**src/rtl/sqw_pkg.sv**
```systemverilog
package sqw_pkg;

  localparam int unsigned FreqW   = 11;
  localparam int unsigned PeriodW = 14;

  localparam logic [FreqW-1:0] FREQ_MAX    = 11'h7FF;
  localparam logic [11:0]      PERIOD_BASE = 12'd2048;
  localparam logic [3:0]       VOLUME_MAX  = 4'd15;

  typedef enum logic [1:0] {
    CMD_TICK    = 2'd0,
    CMD_FRAME   = 2'd1,
    CMD_TRIGGER = 2'd2
  } cmd_e;

  typedef enum logic [2:0] {
    REG_SWEEP      = 3'd0,
    REG_ENVELOPE   = 3'd1,
    REG_DUTY       = 3'd2,
    REG_START_FREQ = 3'd3,
    REG_LEN_LIMIT  = 3'd4,
    REG_LEN_EN     = 3'd5,
    REG_DAC_EN     = 3'd6
  } reg_idx_e;

  typedef struct packed {
    logic [6:0]       sweep;
    logic [7:0]       envelope;
    logic [1:0]       duty;
    logic [FreqW-1:0] start_freq;
    logic [6:0]       len_limit;
    logic             length_en;
    logic             dac_en;
  } cfg_t;

  // one row per duty setting, bit n is position n
  localparam logic [7:0] DUTY_PATTERNS [4] = '{
    8'b1000_0000,
    8'b1000_0001,
    8'b1110_0001,
    8'b0111_1110
  };

  function automatic logic duty_bit(logic [1:0] sel, logic [2:0] pos);
    logic [7:0] row;
    row = DUTY_PATTERNS[sel];
    return row[pos];
  endfunction

  // next sweep frequency, one bit wider to show overflow on increase
  function automatic logic [FreqW:0] sweep_target(logic [FreqW-1:0] shadow,
                                                  logic [6:0] setting);
    logic [FreqW-1:0] delta;
    logic [FreqW:0]   res;
    delta = shadow >> setting[2:0];
    if (shadow == '0) begin
      res = '0;
    end else if (setting[3]) begin
      res = {1'b0, shadow} - {1'b0, delta};
    end else begin
      res = {1'b0, shadow} + {1'b0, delta};
    end
    return res;
  endfunction

  function automatic logic sweep_ovf(logic [FreqW:0] target, logic [6:0] setting);
    return !setting[3] && target[FreqW];
  endfunction

  function automatic logic [PeriodW-1:0] period_reload(logic [FreqW-1:0] freq);
    logic [11:0] diff;
    diff = PERIOD_BASE - {1'b0, freq};
    return {diff, 2'b00};
  endfunction

endpackage

```
**src/rtl/sqw_if.sv**
```systemverilog
interface sqw_in_if;
  logic       valid;
  logic       ready;
  logic [1:0] cmd;
  logic [2:0] step_num;

  modport source (output valid, output cmd, output step_num, input ready);
  modport sink (input valid, input cmd, input step_num, output ready);
endinterface

interface sqw_out_if;
  logic        valid;
  logic        ready;
  logic [3:0]  amplitude;
  logic        channel_on;
  logic [10:0] current_frequency;
  logic        frequency_written;

  modport source (output valid, output amplitude, output channel_on,
                  output current_frequency, output frequency_written, input ready);
  modport sink (input valid, input amplitude, input channel_on,
                input current_frequency, input frequency_written, output ready);
endinterface

```
**src/rtl/sqw_cfg.sv**
```systemverilog
module sqw_cfg (
  input  logic          clk_i,
  input  logic          rst_ni,
  input  logic          psel,
  input  logic          penable,
  input  logic          pwrite,
  input  logic [4:0]    paddr,
  input  logic [31:0]   pwdata,
  output logic [31:0]   prdata,
  output logic          pready,
  output sqw_pkg::cfg_t cfg_o
);
  import sqw_pkg::*;

  cfg_t     cfg_q, cfg_d;
  reg_idx_e idx;
  logic     wr_en;

  assign pready = 1'b1;
  assign idx    = reg_idx_e'(paddr[4:2]);
  assign wr_en  = psel && penable && pwrite;
  assign cfg_o  = cfg_q;

  always_comb begin
    cfg_d = cfg_q;
    if (wr_en) begin
      unique case (idx)
        REG_SWEEP:      cfg_d.sweep      = pwdata[6:0];
        REG_ENVELOPE:   cfg_d.envelope   = pwdata[7:0];
        REG_DUTY:       cfg_d.duty       = pwdata[1:0];
        REG_START_FREQ: cfg_d.start_freq = pwdata[FreqW-1:0];
        REG_LEN_LIMIT:  cfg_d.len_limit  = pwdata[6:0];
        REG_LEN_EN:     cfg_d.length_en  = pwdata[0];
        REG_DAC_EN:     cfg_d.dac_en     = pwdata[0];
        default:        cfg_d = cfg_q;
      endcase
    end
  end

  always_comb begin
    unique case (idx)
      REG_SWEEP:      prdata = {25'd0, cfg_q.sweep};
      REG_ENVELOPE:   prdata = {24'd0, cfg_q.envelope};
      REG_DUTY:       prdata = {30'd0, cfg_q.duty};
      REG_START_FREQ: prdata = {21'd0, cfg_q.start_freq};
      REG_LEN_LIMIT:  prdata = {25'd0, cfg_q.len_limit};
      REG_LEN_EN:     prdata = {31'd0, cfg_q.length_en};
      REG_DAC_EN:     prdata = {31'd0, cfg_q.dac_en};
      default:        prdata = '0;
    endcase
  end

  always_ff @(posedge clk_i or negedge rst_ni) begin
    if (!rst_ni) begin
      cfg_q <= '0;
    end else begin
      cfg_q <= cfg_d;
    end
  end

endmodule

```
**src/rtl/square_wave_channel_with_sweep.sv**
```systemverilog
// Square channel with envelope, length counter and frequency sweep.
// The result is registered at the edge that accepts the command transaction.
// Throughput: one command per cycle; the channel state and the result
// register both update at the accepting edge, so ready only drops when a
// result is held back by the consumer.
// Reset: all channel state, configuration and the result valid clear to 0.
module square_wave_channel_with_sweep (
  input  logic        clk_i,
  input  logic        rst_ni,
  sqw_in_if.sink      in_i,
  sqw_out_if.source   res_o,
  input  logic        psel,
  input  logic        penable,
  input  logic        pwrite,
  input  logic [4:0]  paddr,
  input  logic [31:0] pwdata,
  output logic [31:0] prdata,
  output logic        pready
);
  import sqw_pkg::*;

  localparam logic [2:0] STEP_ENV     = 3'd7;
  localparam logic [2:0] STEP_SWEEP_A = 3'd2;
  localparam logic [2:0] STEP_SWEEP_B = 3'd6;

  typedef struct packed {
    logic [3:0]       amplitude;
    logic             channel_on;
    logic [FreqW-1:0] current_frequency;
    logic             frequency_written;
  } res_t;

  cfg_t cfg;

  logic               playing_q, playing_d;
  logic [PeriodW-1:0] period_q, period_d;
  logic [2:0]         duty_pos_q, duty_pos_d;
  logic [3:0]         volume_q, volume_d;
  logic [2:0]         env_cnt_q, env_cnt_d;
  logic [3:0]         lat_env_q, lat_env_d;
  logic [1:0]         lat_duty_q, lat_duty_d;
  logic [2:0]         sw_pace_q, sw_pace_d;
  logic [2:0]         sweep_cnt_q, sweep_cnt_d;
  logic [FreqW-1:0]   shadow_q, shadow_d;
  logic [FreqW-1:0]   freq_q, freq_d;
  logic [6:0]         len_cnt_q, len_cnt_d;
  logic               wrote_d;

  logic               out_valid_q;
  res_t               res_q, res_d;
  logic               in_acc;

  logic [FreqW:0]     trig_target, sweep_tgt, sweep_tgt2;
  logic [PeriodW-1:0] period_dec;
  logic [6:0]         len_inc;

  sqw_cfg u_cfg (
    .clk_i   (clk_i),
    .rst_ni  (rst_ni),
    .psel    (psel),
    .penable (penable),
    .pwrite  (pwrite),
    .paddr   (paddr),
    .pwdata  (pwdata),
    .prdata  (prdata),
    .pready  (pready),
    .cfg_o   (cfg)
  );

  assign in_i.ready = !out_valid_q || res_o.ready;
  assign in_acc     = in_i.valid && in_i.ready;

  assign trig_target = sweep_target(cfg.start_freq, cfg.sweep);
  assign sweep_tgt   = sweep_target(shadow_q, cfg.sweep);
  assign sweep_tgt2  = sweep_target(sweep_tgt[FreqW-1:0], cfg.sweep);
  assign period_dec  = period_q - PeriodW'(1);
  assign len_inc     = len_cnt_q + 7'd1;

  always_comb begin
    playing_d   = playing_q;
    period_d    = period_q;
    duty_pos_d  = duty_pos_q;
    volume_d    = volume_q;
    env_cnt_d   = env_cnt_q;
    lat_env_d   = lat_env_q;
    lat_duty_d  = lat_duty_q;
    sw_pace_d   = sw_pace_q;
    sweep_cnt_d = sweep_cnt_q;
    shadow_d    = shadow_q;
    freq_d      = freq_q;
    len_cnt_d   = len_cnt_q;
    wrote_d     = 1'b0;

    case (in_i.cmd)
      CMD_TICK: begin
        if (playing_q) begin
          if (period_dec == '0) begin
            period_d   = period_reload(freq_q);
            duty_pos_d = duty_pos_q + 3'd1;
          end else begin
            period_d = period_dec;
          end
        end
      end
      CMD_FRAME: begin
        if (!in_i.step_num[0] && cfg.length_en) begin
          if (len_inc >= cfg.len_limit) begin
            playing_d = 1'b0;
            len_cnt_d = '0;
          end else begin
            len_cnt_d = len_inc;
          end
        end
        if (in_i.step_num == STEP_ENV && lat_env_q[2:0] != '0) begin
          if (env_cnt_q + 3'd1 >= lat_env_q[2:0]) begin
            env_cnt_d = '0;
            if (lat_env_q[3] && volume_q < VOLUME_MAX) begin
              volume_d = volume_q + 4'd1;
            end else if (!lat_env_q[3] && volume_q != '0) begin
              volume_d = volume_q - 4'd1;
            end
          end else begin
            env_cnt_d = env_cnt_q + 3'd1;
          end
        end
        if ((in_i.step_num == STEP_SWEEP_A || in_i.step_num == STEP_SWEEP_B)
            && sw_pace_q != '0) begin
          if (sweep_cnt_q + 3'd1 >= sw_pace_q) begin
            sw_pace_d   = cfg.sweep[6:4];
            sweep_cnt_d = '0;
            if (sweep_ovf(sweep_tgt, cfg.sweep)) begin
              playing_d = 1'b0;
            end else if (cfg.sweep[2:0] != '0) begin
              freq_d   = sweep_tgt[FreqW-1:0];
              shadow_d = sweep_tgt[FreqW-1:0];
              wrote_d  = 1'b1;
              // recheck with the written value
              if (sweep_ovf(sweep_tgt2, cfg.sweep)) begin
                playing_d = 1'b0;
              end
            end
          end else begin
            sweep_cnt_d = sweep_cnt_q + 3'd1;
          end
        end
      end
      CMD_TRIGGER: begin
        env_cnt_d = '0;
        if (len_cnt_q >= cfg.len_limit) begin
          len_cnt_d = '0;
        end
        volume_d     = cfg.envelope[7:4];
        if (cfg.dac_en) begin
          playing_d = 1'b1;
        end
        lat_duty_d   = cfg.duty;
        lat_env_d    = cfg.envelope[3:0];
        freq_d       = cfg.start_freq;
        period_d     = period_reload(cfg.start_freq);
        sw_pace_d    = cfg.sweep[6:4];
        shadow_d     = cfg.start_freq;
        sweep_cnt_d  = '0;
        if (cfg.sweep[2:0] != '0 && sweep_ovf(trig_target, cfg.sweep)) begin
          playing_d = 1'b0;
        end
      end
      default: ;
    endcase

    res_d.amplitude         = duty_bit(lat_duty_d, duty_pos_d) ? volume_d : 4'd0;
    res_d.channel_on        = playing_d;
    res_d.current_frequency = freq_d;
    res_d.frequency_written = wrote_d;
  end

  always_ff @(posedge clk_i or negedge rst_ni) begin
    if (!rst_ni) begin
      playing_q   <= 1'b0;
      period_q    <= '0;
      duty_pos_q  <= '0;
      volume_q    <= '0;
      env_cnt_q   <= '0;
      lat_env_q   <= '0;
      lat_duty_q  <= '0;
      sw_pace_q   <= '0;
      sweep_cnt_q <= '0;
      shadow_q    <= '0;
      freq_q      <= '0;
      len_cnt_q   <= '0;
      out_valid_q <= 1'b0;
    end else begin
      if (in_acc) begin
        playing_q   <= playing_d;
        period_q    <= period_d;
        duty_pos_q  <= duty_pos_d;
        volume_q    <= volume_d;
        env_cnt_q   <= env_cnt_d;
        lat_env_q   <= lat_env_d;
        lat_duty_q  <= lat_duty_d;
        sw_pace_q   <= sw_pace_d;
        sweep_cnt_q <= sweep_cnt_d;
        shadow_q    <= shadow_d;
        freq_q      <= freq_d;
        len_cnt_q   <= len_cnt_d;
        out_valid_q <= 1'b1;
      end else if (res_o.ready) begin
        out_valid_q <= 1'b0;
      end
    end
  end

  always_ff @(posedge clk_i) begin
    if (in_acc) begin
      res_q <= res_d;
    end
  end

  assign res_o.valid             = out_valid_q;
  assign res_o.amplitude         = res_q.amplitude;
  assign res_o.channel_on        = res_q.channel_on;
  assign res_o.current_frequency = res_q.current_frequency;
  assign res_o.frequency_written = res_q.frequency_written;

  a_acc_gives_result: assert property (@(posedge clk_i) disable iff (!rst_ni)
    in_acc |=> out_valid_q)
    else $error("accepted command produced no result");

  a_tick_idle: assert property (@(posedge clk_i) disable iff (!rst_ni)
    in_acc && in_i.cmd == CMD_TICK && !playing_q |=> $stable(period_q) && $stable(duty_pos_q))
    else $error("period tick advanced a stopped channel");

  a_write_syncs_shadow: assert property (@(posedge clk_i) disable iff (!rst_ni)
    in_acc && wrote_d |=> freq_q == shadow_q && res_q.current_frequency == freq_q)
    else $error("sweep write left shadow and live frequency apart");

  a_trigger_clears: assert property (@(posedge clk_i) disable iff (!rst_ni)
    in_acc && in_i.cmd == CMD_TRIGGER |=> sweep_cnt_q == '0 && env_cnt_q == '0)
    else $error("trigger did not restart sweep and envelope counters");

endmodule
```
**src/flat_wrapper.sv**
```systemverilog
// flat-port wrapper written by rule: the top's interface ports become plain ports
module square_wave_channel_with_sweep_flat import sqw_pkg::*;
  (clk_i, rst_ni, psel, penable, pwrite, paddr, pwdata, prdata, pready, in_i_valid, in_i_cmd, in_i_step_num, in_i_ready, res_o_valid, res_o_amplitude, res_o_channel_on, res_o_current_frequency, res_o_frequency_written, res_o_ready);
  sqw_in_if in_i_i ();
  sqw_out_if res_o_i ();
  input  logic clk_i;
  input  logic rst_ni;
  input  logic psel;
  input  logic penable;
  input  logic pwrite;
  input  logic [4:0] paddr;
  input  logic [31:0] pwdata;
  output logic [31:0] prdata;
  output logic pready;
  input wire logic [$bits(in_i_i.valid)-1:0] in_i_valid;
  input wire logic [$bits(in_i_i.cmd)-1:0] in_i_cmd;
  input wire logic [$bits(in_i_i.step_num)-1:0] in_i_step_num;
  output wire logic [$bits(in_i_i.ready)-1:0] in_i_ready;
  output wire logic [$bits(res_o_i.valid)-1:0] res_o_valid;
  output wire logic [$bits(res_o_i.amplitude)-1:0] res_o_amplitude;
  output wire logic [$bits(res_o_i.channel_on)-1:0] res_o_channel_on;
  output wire logic [$bits(res_o_i.current_frequency)-1:0] res_o_current_frequency;
  output wire logic [$bits(res_o_i.frequency_written)-1:0] res_o_frequency_written;
  input wire logic [$bits(res_o_i.ready)-1:0] res_o_ready;
  assign in_i_i.valid = in_i_valid;
  assign in_i_i.cmd = in_i_cmd;
  assign in_i_i.step_num = in_i_step_num;
  assign in_i_ready = in_i_i.ready;
  assign res_o_valid = res_o_i.valid;
  assign res_o_amplitude = res_o_i.amplitude;
  assign res_o_channel_on = res_o_i.channel_on;
  assign res_o_current_frequency = res_o_i.current_frequency;
  assign res_o_frequency_written = res_o_i.frequency_written;
  assign res_o_i.ready = res_o_ready;
  square_wave_channel_with_sweep u_core (.clk_i(clk_i), .rst_ni(rst_ni), .in_i(in_i_i), .res_o(res_o_i), .psel(psel), .penable(penable), .pwrite(pwrite), .paddr(paddr), .pwdata(pwdata), .prdata(prdata), .pready(pready));
endmodule
```
**config.mk**
```make
export PLATFORM = sky130hd
export DESIGN_NAME = square_wave_channel_with_sweep_flat
export DESIGN_NICKNAME = d
export VERILOG_FILES = /design/src/rtl/sqw_pkg.sv /design/src/rtl/sqw_if.sv /design/src/rtl/sqw_cfg.sv /design/src/rtl/square_wave_channel_with_sweep.sv /design/src/flat_wrapper.sv
export SDC_FILE = /design/constraint.sdc
export NUM_CORES = 1
export LEC_CHECK = 0
export BUFFER_PORTS_ARGS = -buffer_cell sky130_fd_sc_hd__buf_2
export CAP_MARGIN = 20
export CORE_MARGIN = 1.5
export CORE_UTILIZATION = 40
export DETAILED_ROUTE_END_ITERATION = 6
export GPL_TIMING_DRIVEN = 1
export SYNTH_ARGS = -nofsm -noshare
export SYNTH_HDL_FRONTEND = slang
export SYNTH_SLANG_ARGS = --single-unit
```
**constraint.sdc**
```tcl
create_clock -name clk_i -period 8.48 [get_ports clk_i]
set_input_delay 1.696 -clock clk_i [delete_from_list [all_inputs] [get_ports clk_i]]
set_output_delay 1.696 -clock clk_i [all_outputs]
set_load 0.03 [all_outputs]
```
==> results.toml <==
[power]
powerDensity_nw_per_um2 = 484
power.leakage_nw = 5.24
irDropWorstVdd_mv = 0.239

[sta]
max_clock_freq_mhz = 124
finalWorstSetupSlack_ns = 0.424
fin_setup_tns_ns = 0
tightest_slew_ns = 0.947
rsz0062_at_grt = "no"
report.final.setup_viol = 0
finalMaxSlewViolations = 0
period_share = 0.950
relSlewSlack = 0.366
hold_viol = 0
skew_ns = 0.0122
period_needed_ns = 8.06

[yosys]
netlist_area_um2 = 10800
synth_top_area_frac = 0.241
synth_ff_type = "dfrtp_1"
synthArstFlopShare = 0.860
synth.area.top_cells = "dfrtp_1 24%, ha_1 7.8%, mux2_2 5.8%"
synth_cell_type_count = 86
synth_area_per_cell_um2 = 8.47
ys_ff_latch = 121
seq_area_frac_synth = 0.288
synth_edf_count = 17
synthCells = 1275
synth_top_cell_by_area = "dfrtp_1"
ys_warn_count = 0

[grt]
antenna_found_initial = 0
overflow = 0
grt.total_usage = 0.227
grt_first_pass_wirelength_um = 50200
grt_max_degree = 61
grt_pass1_vias = 9177

[hold_path]
whs_endpoint = "u_core.lat_duty_q[1]$_DFFE_PN0P_"
min_from = "u_core.lat_duty_q[1]$_DFFE_PN0P_"
whs_path_depth = 2
hold_path.class = "register to register"

[detailed_routing]
antenna_left = 0
viasPerCell = 5.84
wl_um = 31200
wl_met3_um = 1780
drc_errors = 0
wire_per_inst_um = 19.0
drtIter0Drc = 720
num_vias = 9625
met1_length_um = 14500
first_pass_iters = 5
wl_met2_um = 14300
highest_layer = "met4"

[floorplan]
core_area_um2 = 26300
start_util = 0.411
io-pin-count = 101
die_h_um = 167
die_x_um = 167
rows = 59
die_area_um2 = 28000

[final_layout]
synthToLayoutAreaGrowth_pct = 10.1
fillers = 2626
drive_above_1_share = 0.157
layout.nets = 1417
finish.utilization = 0.453
n_antenna_cell = 0
fin_area_um2 = 11900

[setup_path]
required_ns = 8.71
crit_buf_inv = 2
reg2reg_slack_ns = 0.42
crit_slowest_cell = "dfrtp_4"
r2r-start = "u_core.u_cfg.cfg_o[30]$_DFFE_PN0P_"
cpLargestDelayFamily = "compound AO/OA/AOI/OAI gates"
cp.arrival_ns = 8.29
critPathKind = "register to register"
reg2reg_depth = 34
worst_path_most_repeated_cell = "ha_1"
cp-start-kind = "register"
critical_path.max_stage_delay_ns = 0.60
reg2reg_to = "u_core.res_o.channel_on$_DFFE_PP_"
crit_fanout = 19
crit_path_end_kind = "register"

[clocking]
cts_tree = "yes"
clock-sinks = 121
cts_buffers = 17
cts_hold_buffers = 0
cts-resized-gates = 0
h-tree-depth = 4
root_buffer = "clkbuf_16"
clock_latency_ns = 0.43
max-clock-path-buffers = 2
post_cts_buffers = 0
path_clk_slew_ns = 0.06

[run]
maxCapViolations = 0

[place]
place_congestion = 0.928
dpl_cell_area_um2 = 11300
io_buffers = 55
dp_hpwl_um = 23100
dp_slack_ns = 0.448

[outcome]
status = "finished, final reports clean"
synth_stat cells (all sizes together), types with 8 or more instances:
library cell and instances:
nand2 130, nor2 120, dfrtp 104, o21ai 82, a21oi 81, ha 67, mux2 61, nor3 52
buf 48, clkbuf 45, inv 45, mux2i 39, xor2 37, nand2b 29, nand3 28, xnor2 26
edfxtp 17, a21o 15, nor2b 15, a31oi 14, a22oi 13, and2 13, a211oi 12, o22ai 12
o31ai 12, o21a 11, and3 10, mux4 10, nor4 9, or3 8
how the worst max path moves through the flow:
stage / from / endpoint / cells past startpoint
after floorplan: u_core.u_cfg.cfg_o[30]$_DFFE_PN0P_ / u_core.res_o.channel_on$_DFFE_PP_ / 34
final: u_core.u_cfg.cfg_o[30]$_DFFE_PN0P_ / u_core.res_o.channel_on$_DFFE_PP_ / 34
after global routing: u_core.u_cfg.cfg_o[30]$_DFFE_PN0P_ / u_core.res_o.channel_on$_DFFE_PP_ / 34
after CTS: u_core.u_cfg.cfg_o[30]$_DFFE_PN0P_ / u_core.res_o.channel_on$_DFFE_PP_ / 34
after global placement: u_core.u_cfg.cfg_o[30]$_DFFE_PN0P_ / u_core.res_o.channel_on$_DFFE_PP_ / 34
after detailed placement: u_core.u_cfg.cfg_o[30]$_DFFE_PN0P_ / u_core.res_o.channel_on$_DFFE_PP_ / 34
cells by family (layout without fill, tap and decap cells):
| group | after synthesis | after routing | synth area share |
|---|---|---|---|
| AND/OR/NAND/NOR | 451 | 451 | 0.203 |
| AO/OA/AOI/OAI | 321 | 321 | 0.194 |
| buffers and inverters | 139 | 157 | 0.0616 |
| flip-flops | 121 | 121 | 0.288 |
| multiplexers | 110 | 110 | 0.122 |
| adder cells (fa/ha/maj) | 68 | 68 | 0.0794 |
| XOR/XNOR | 63 | 63 | 0.0511 |
| other | 2 | 22 | 0.000695 |
worst reg2reg max path, delay by kind of cell (launching register included):
family                     cells  cell delay (ns)
AOI/OAI and AO/OA             14             3.25
and+or+nand+nor                8             1.21
adders and majority gates      4             1.18
muxes                          3             0.87
DFF                            1             0.60
xor gates and xnor gates       3             0.52
buffers and inverters          2             0.24
cells in the final DEF (no fill, tap or decap), types with 14 or more instances in the layout:
master / count
nand2_1: 130
nor2_1: 120
dfrtp_1: 102
a21oi_1: 81
o21ai_0: 75
ha_1: 65
mux2_2: 56
buf_2: 55
nor3_1: 46
inv_1: 44
mux2i_1: 38
xor2_1: 36
nand2b_1: 29
nand3_1: 28
xnor2_1: 25
buf_4: 24
conb_1: 22
clkbuf_16: 17
edfxtp_1: 17
nor2b_1: 15
a21o_1: 15
a31oi_1: 14
power breakdown:
part	internal (mW)	total (mW)	switching, mW
Combinational	1.62	4.03	2.41
Sequential	0.734	0.965	0.232
Clock	0.473	0.764	0.291
Total	2.82	5.76	2.94
flip-flops by register name (all words and copies together), names as in the netlist, 3 cells and up:
register,flops
u_core.res_o.current_frequency,11
u_core.sw_pace_q,3
u_core.volume_q,4
u_core.res_o.amplitude,4
u_core.shadow_q,11
u_core.env_cnt_q,3
u_core.freq_q,11
u_core.sweep_cnt_q,3
u_core.len_cnt_q,7
u_core.duty_pos_q,3
u_core.lat_env_q,4
u_core.u_cfg.cfg_o,37
u_core.period_q,14
per-layer routing:
layer / vias to the layer above / GRT usage
met1: 4627 / 0.321
li1: 4645 / -
met4: 0 / 0.0689
met3: 46 / 0.0395
met2: 307 / 0.352
met5: - / 0
cell type report:
type / count / area (µm²) / share of cell area
flip-flops and latches: 121 / 3120 / 0.262
clock inverters: 13 / 166 / 0.0140
clock buffers: 19 / 443 / 0.0372
inverters: 46 / 173 / 0.0145
well taps: 335 / 419 / 0.0352
multi-input cells: 1035 / 7130 / 0.599
repair buffers: 79 / 455 / 0.0383
metrics by stage:
stage          hold slack [ns]  cells  total power [mW]
3_5_place_dp             0.473   1615              4.90
5_1_grt                  0.512   1648              6.25
4_1_cts                  0.486   1647              5.69
6_report                 0.481   1648              5.76
2_1_floorplan            0.449   1295              3.86
3_3_place_gp             0.463   1615              4.86
Power figures use the tool's default switching activity.
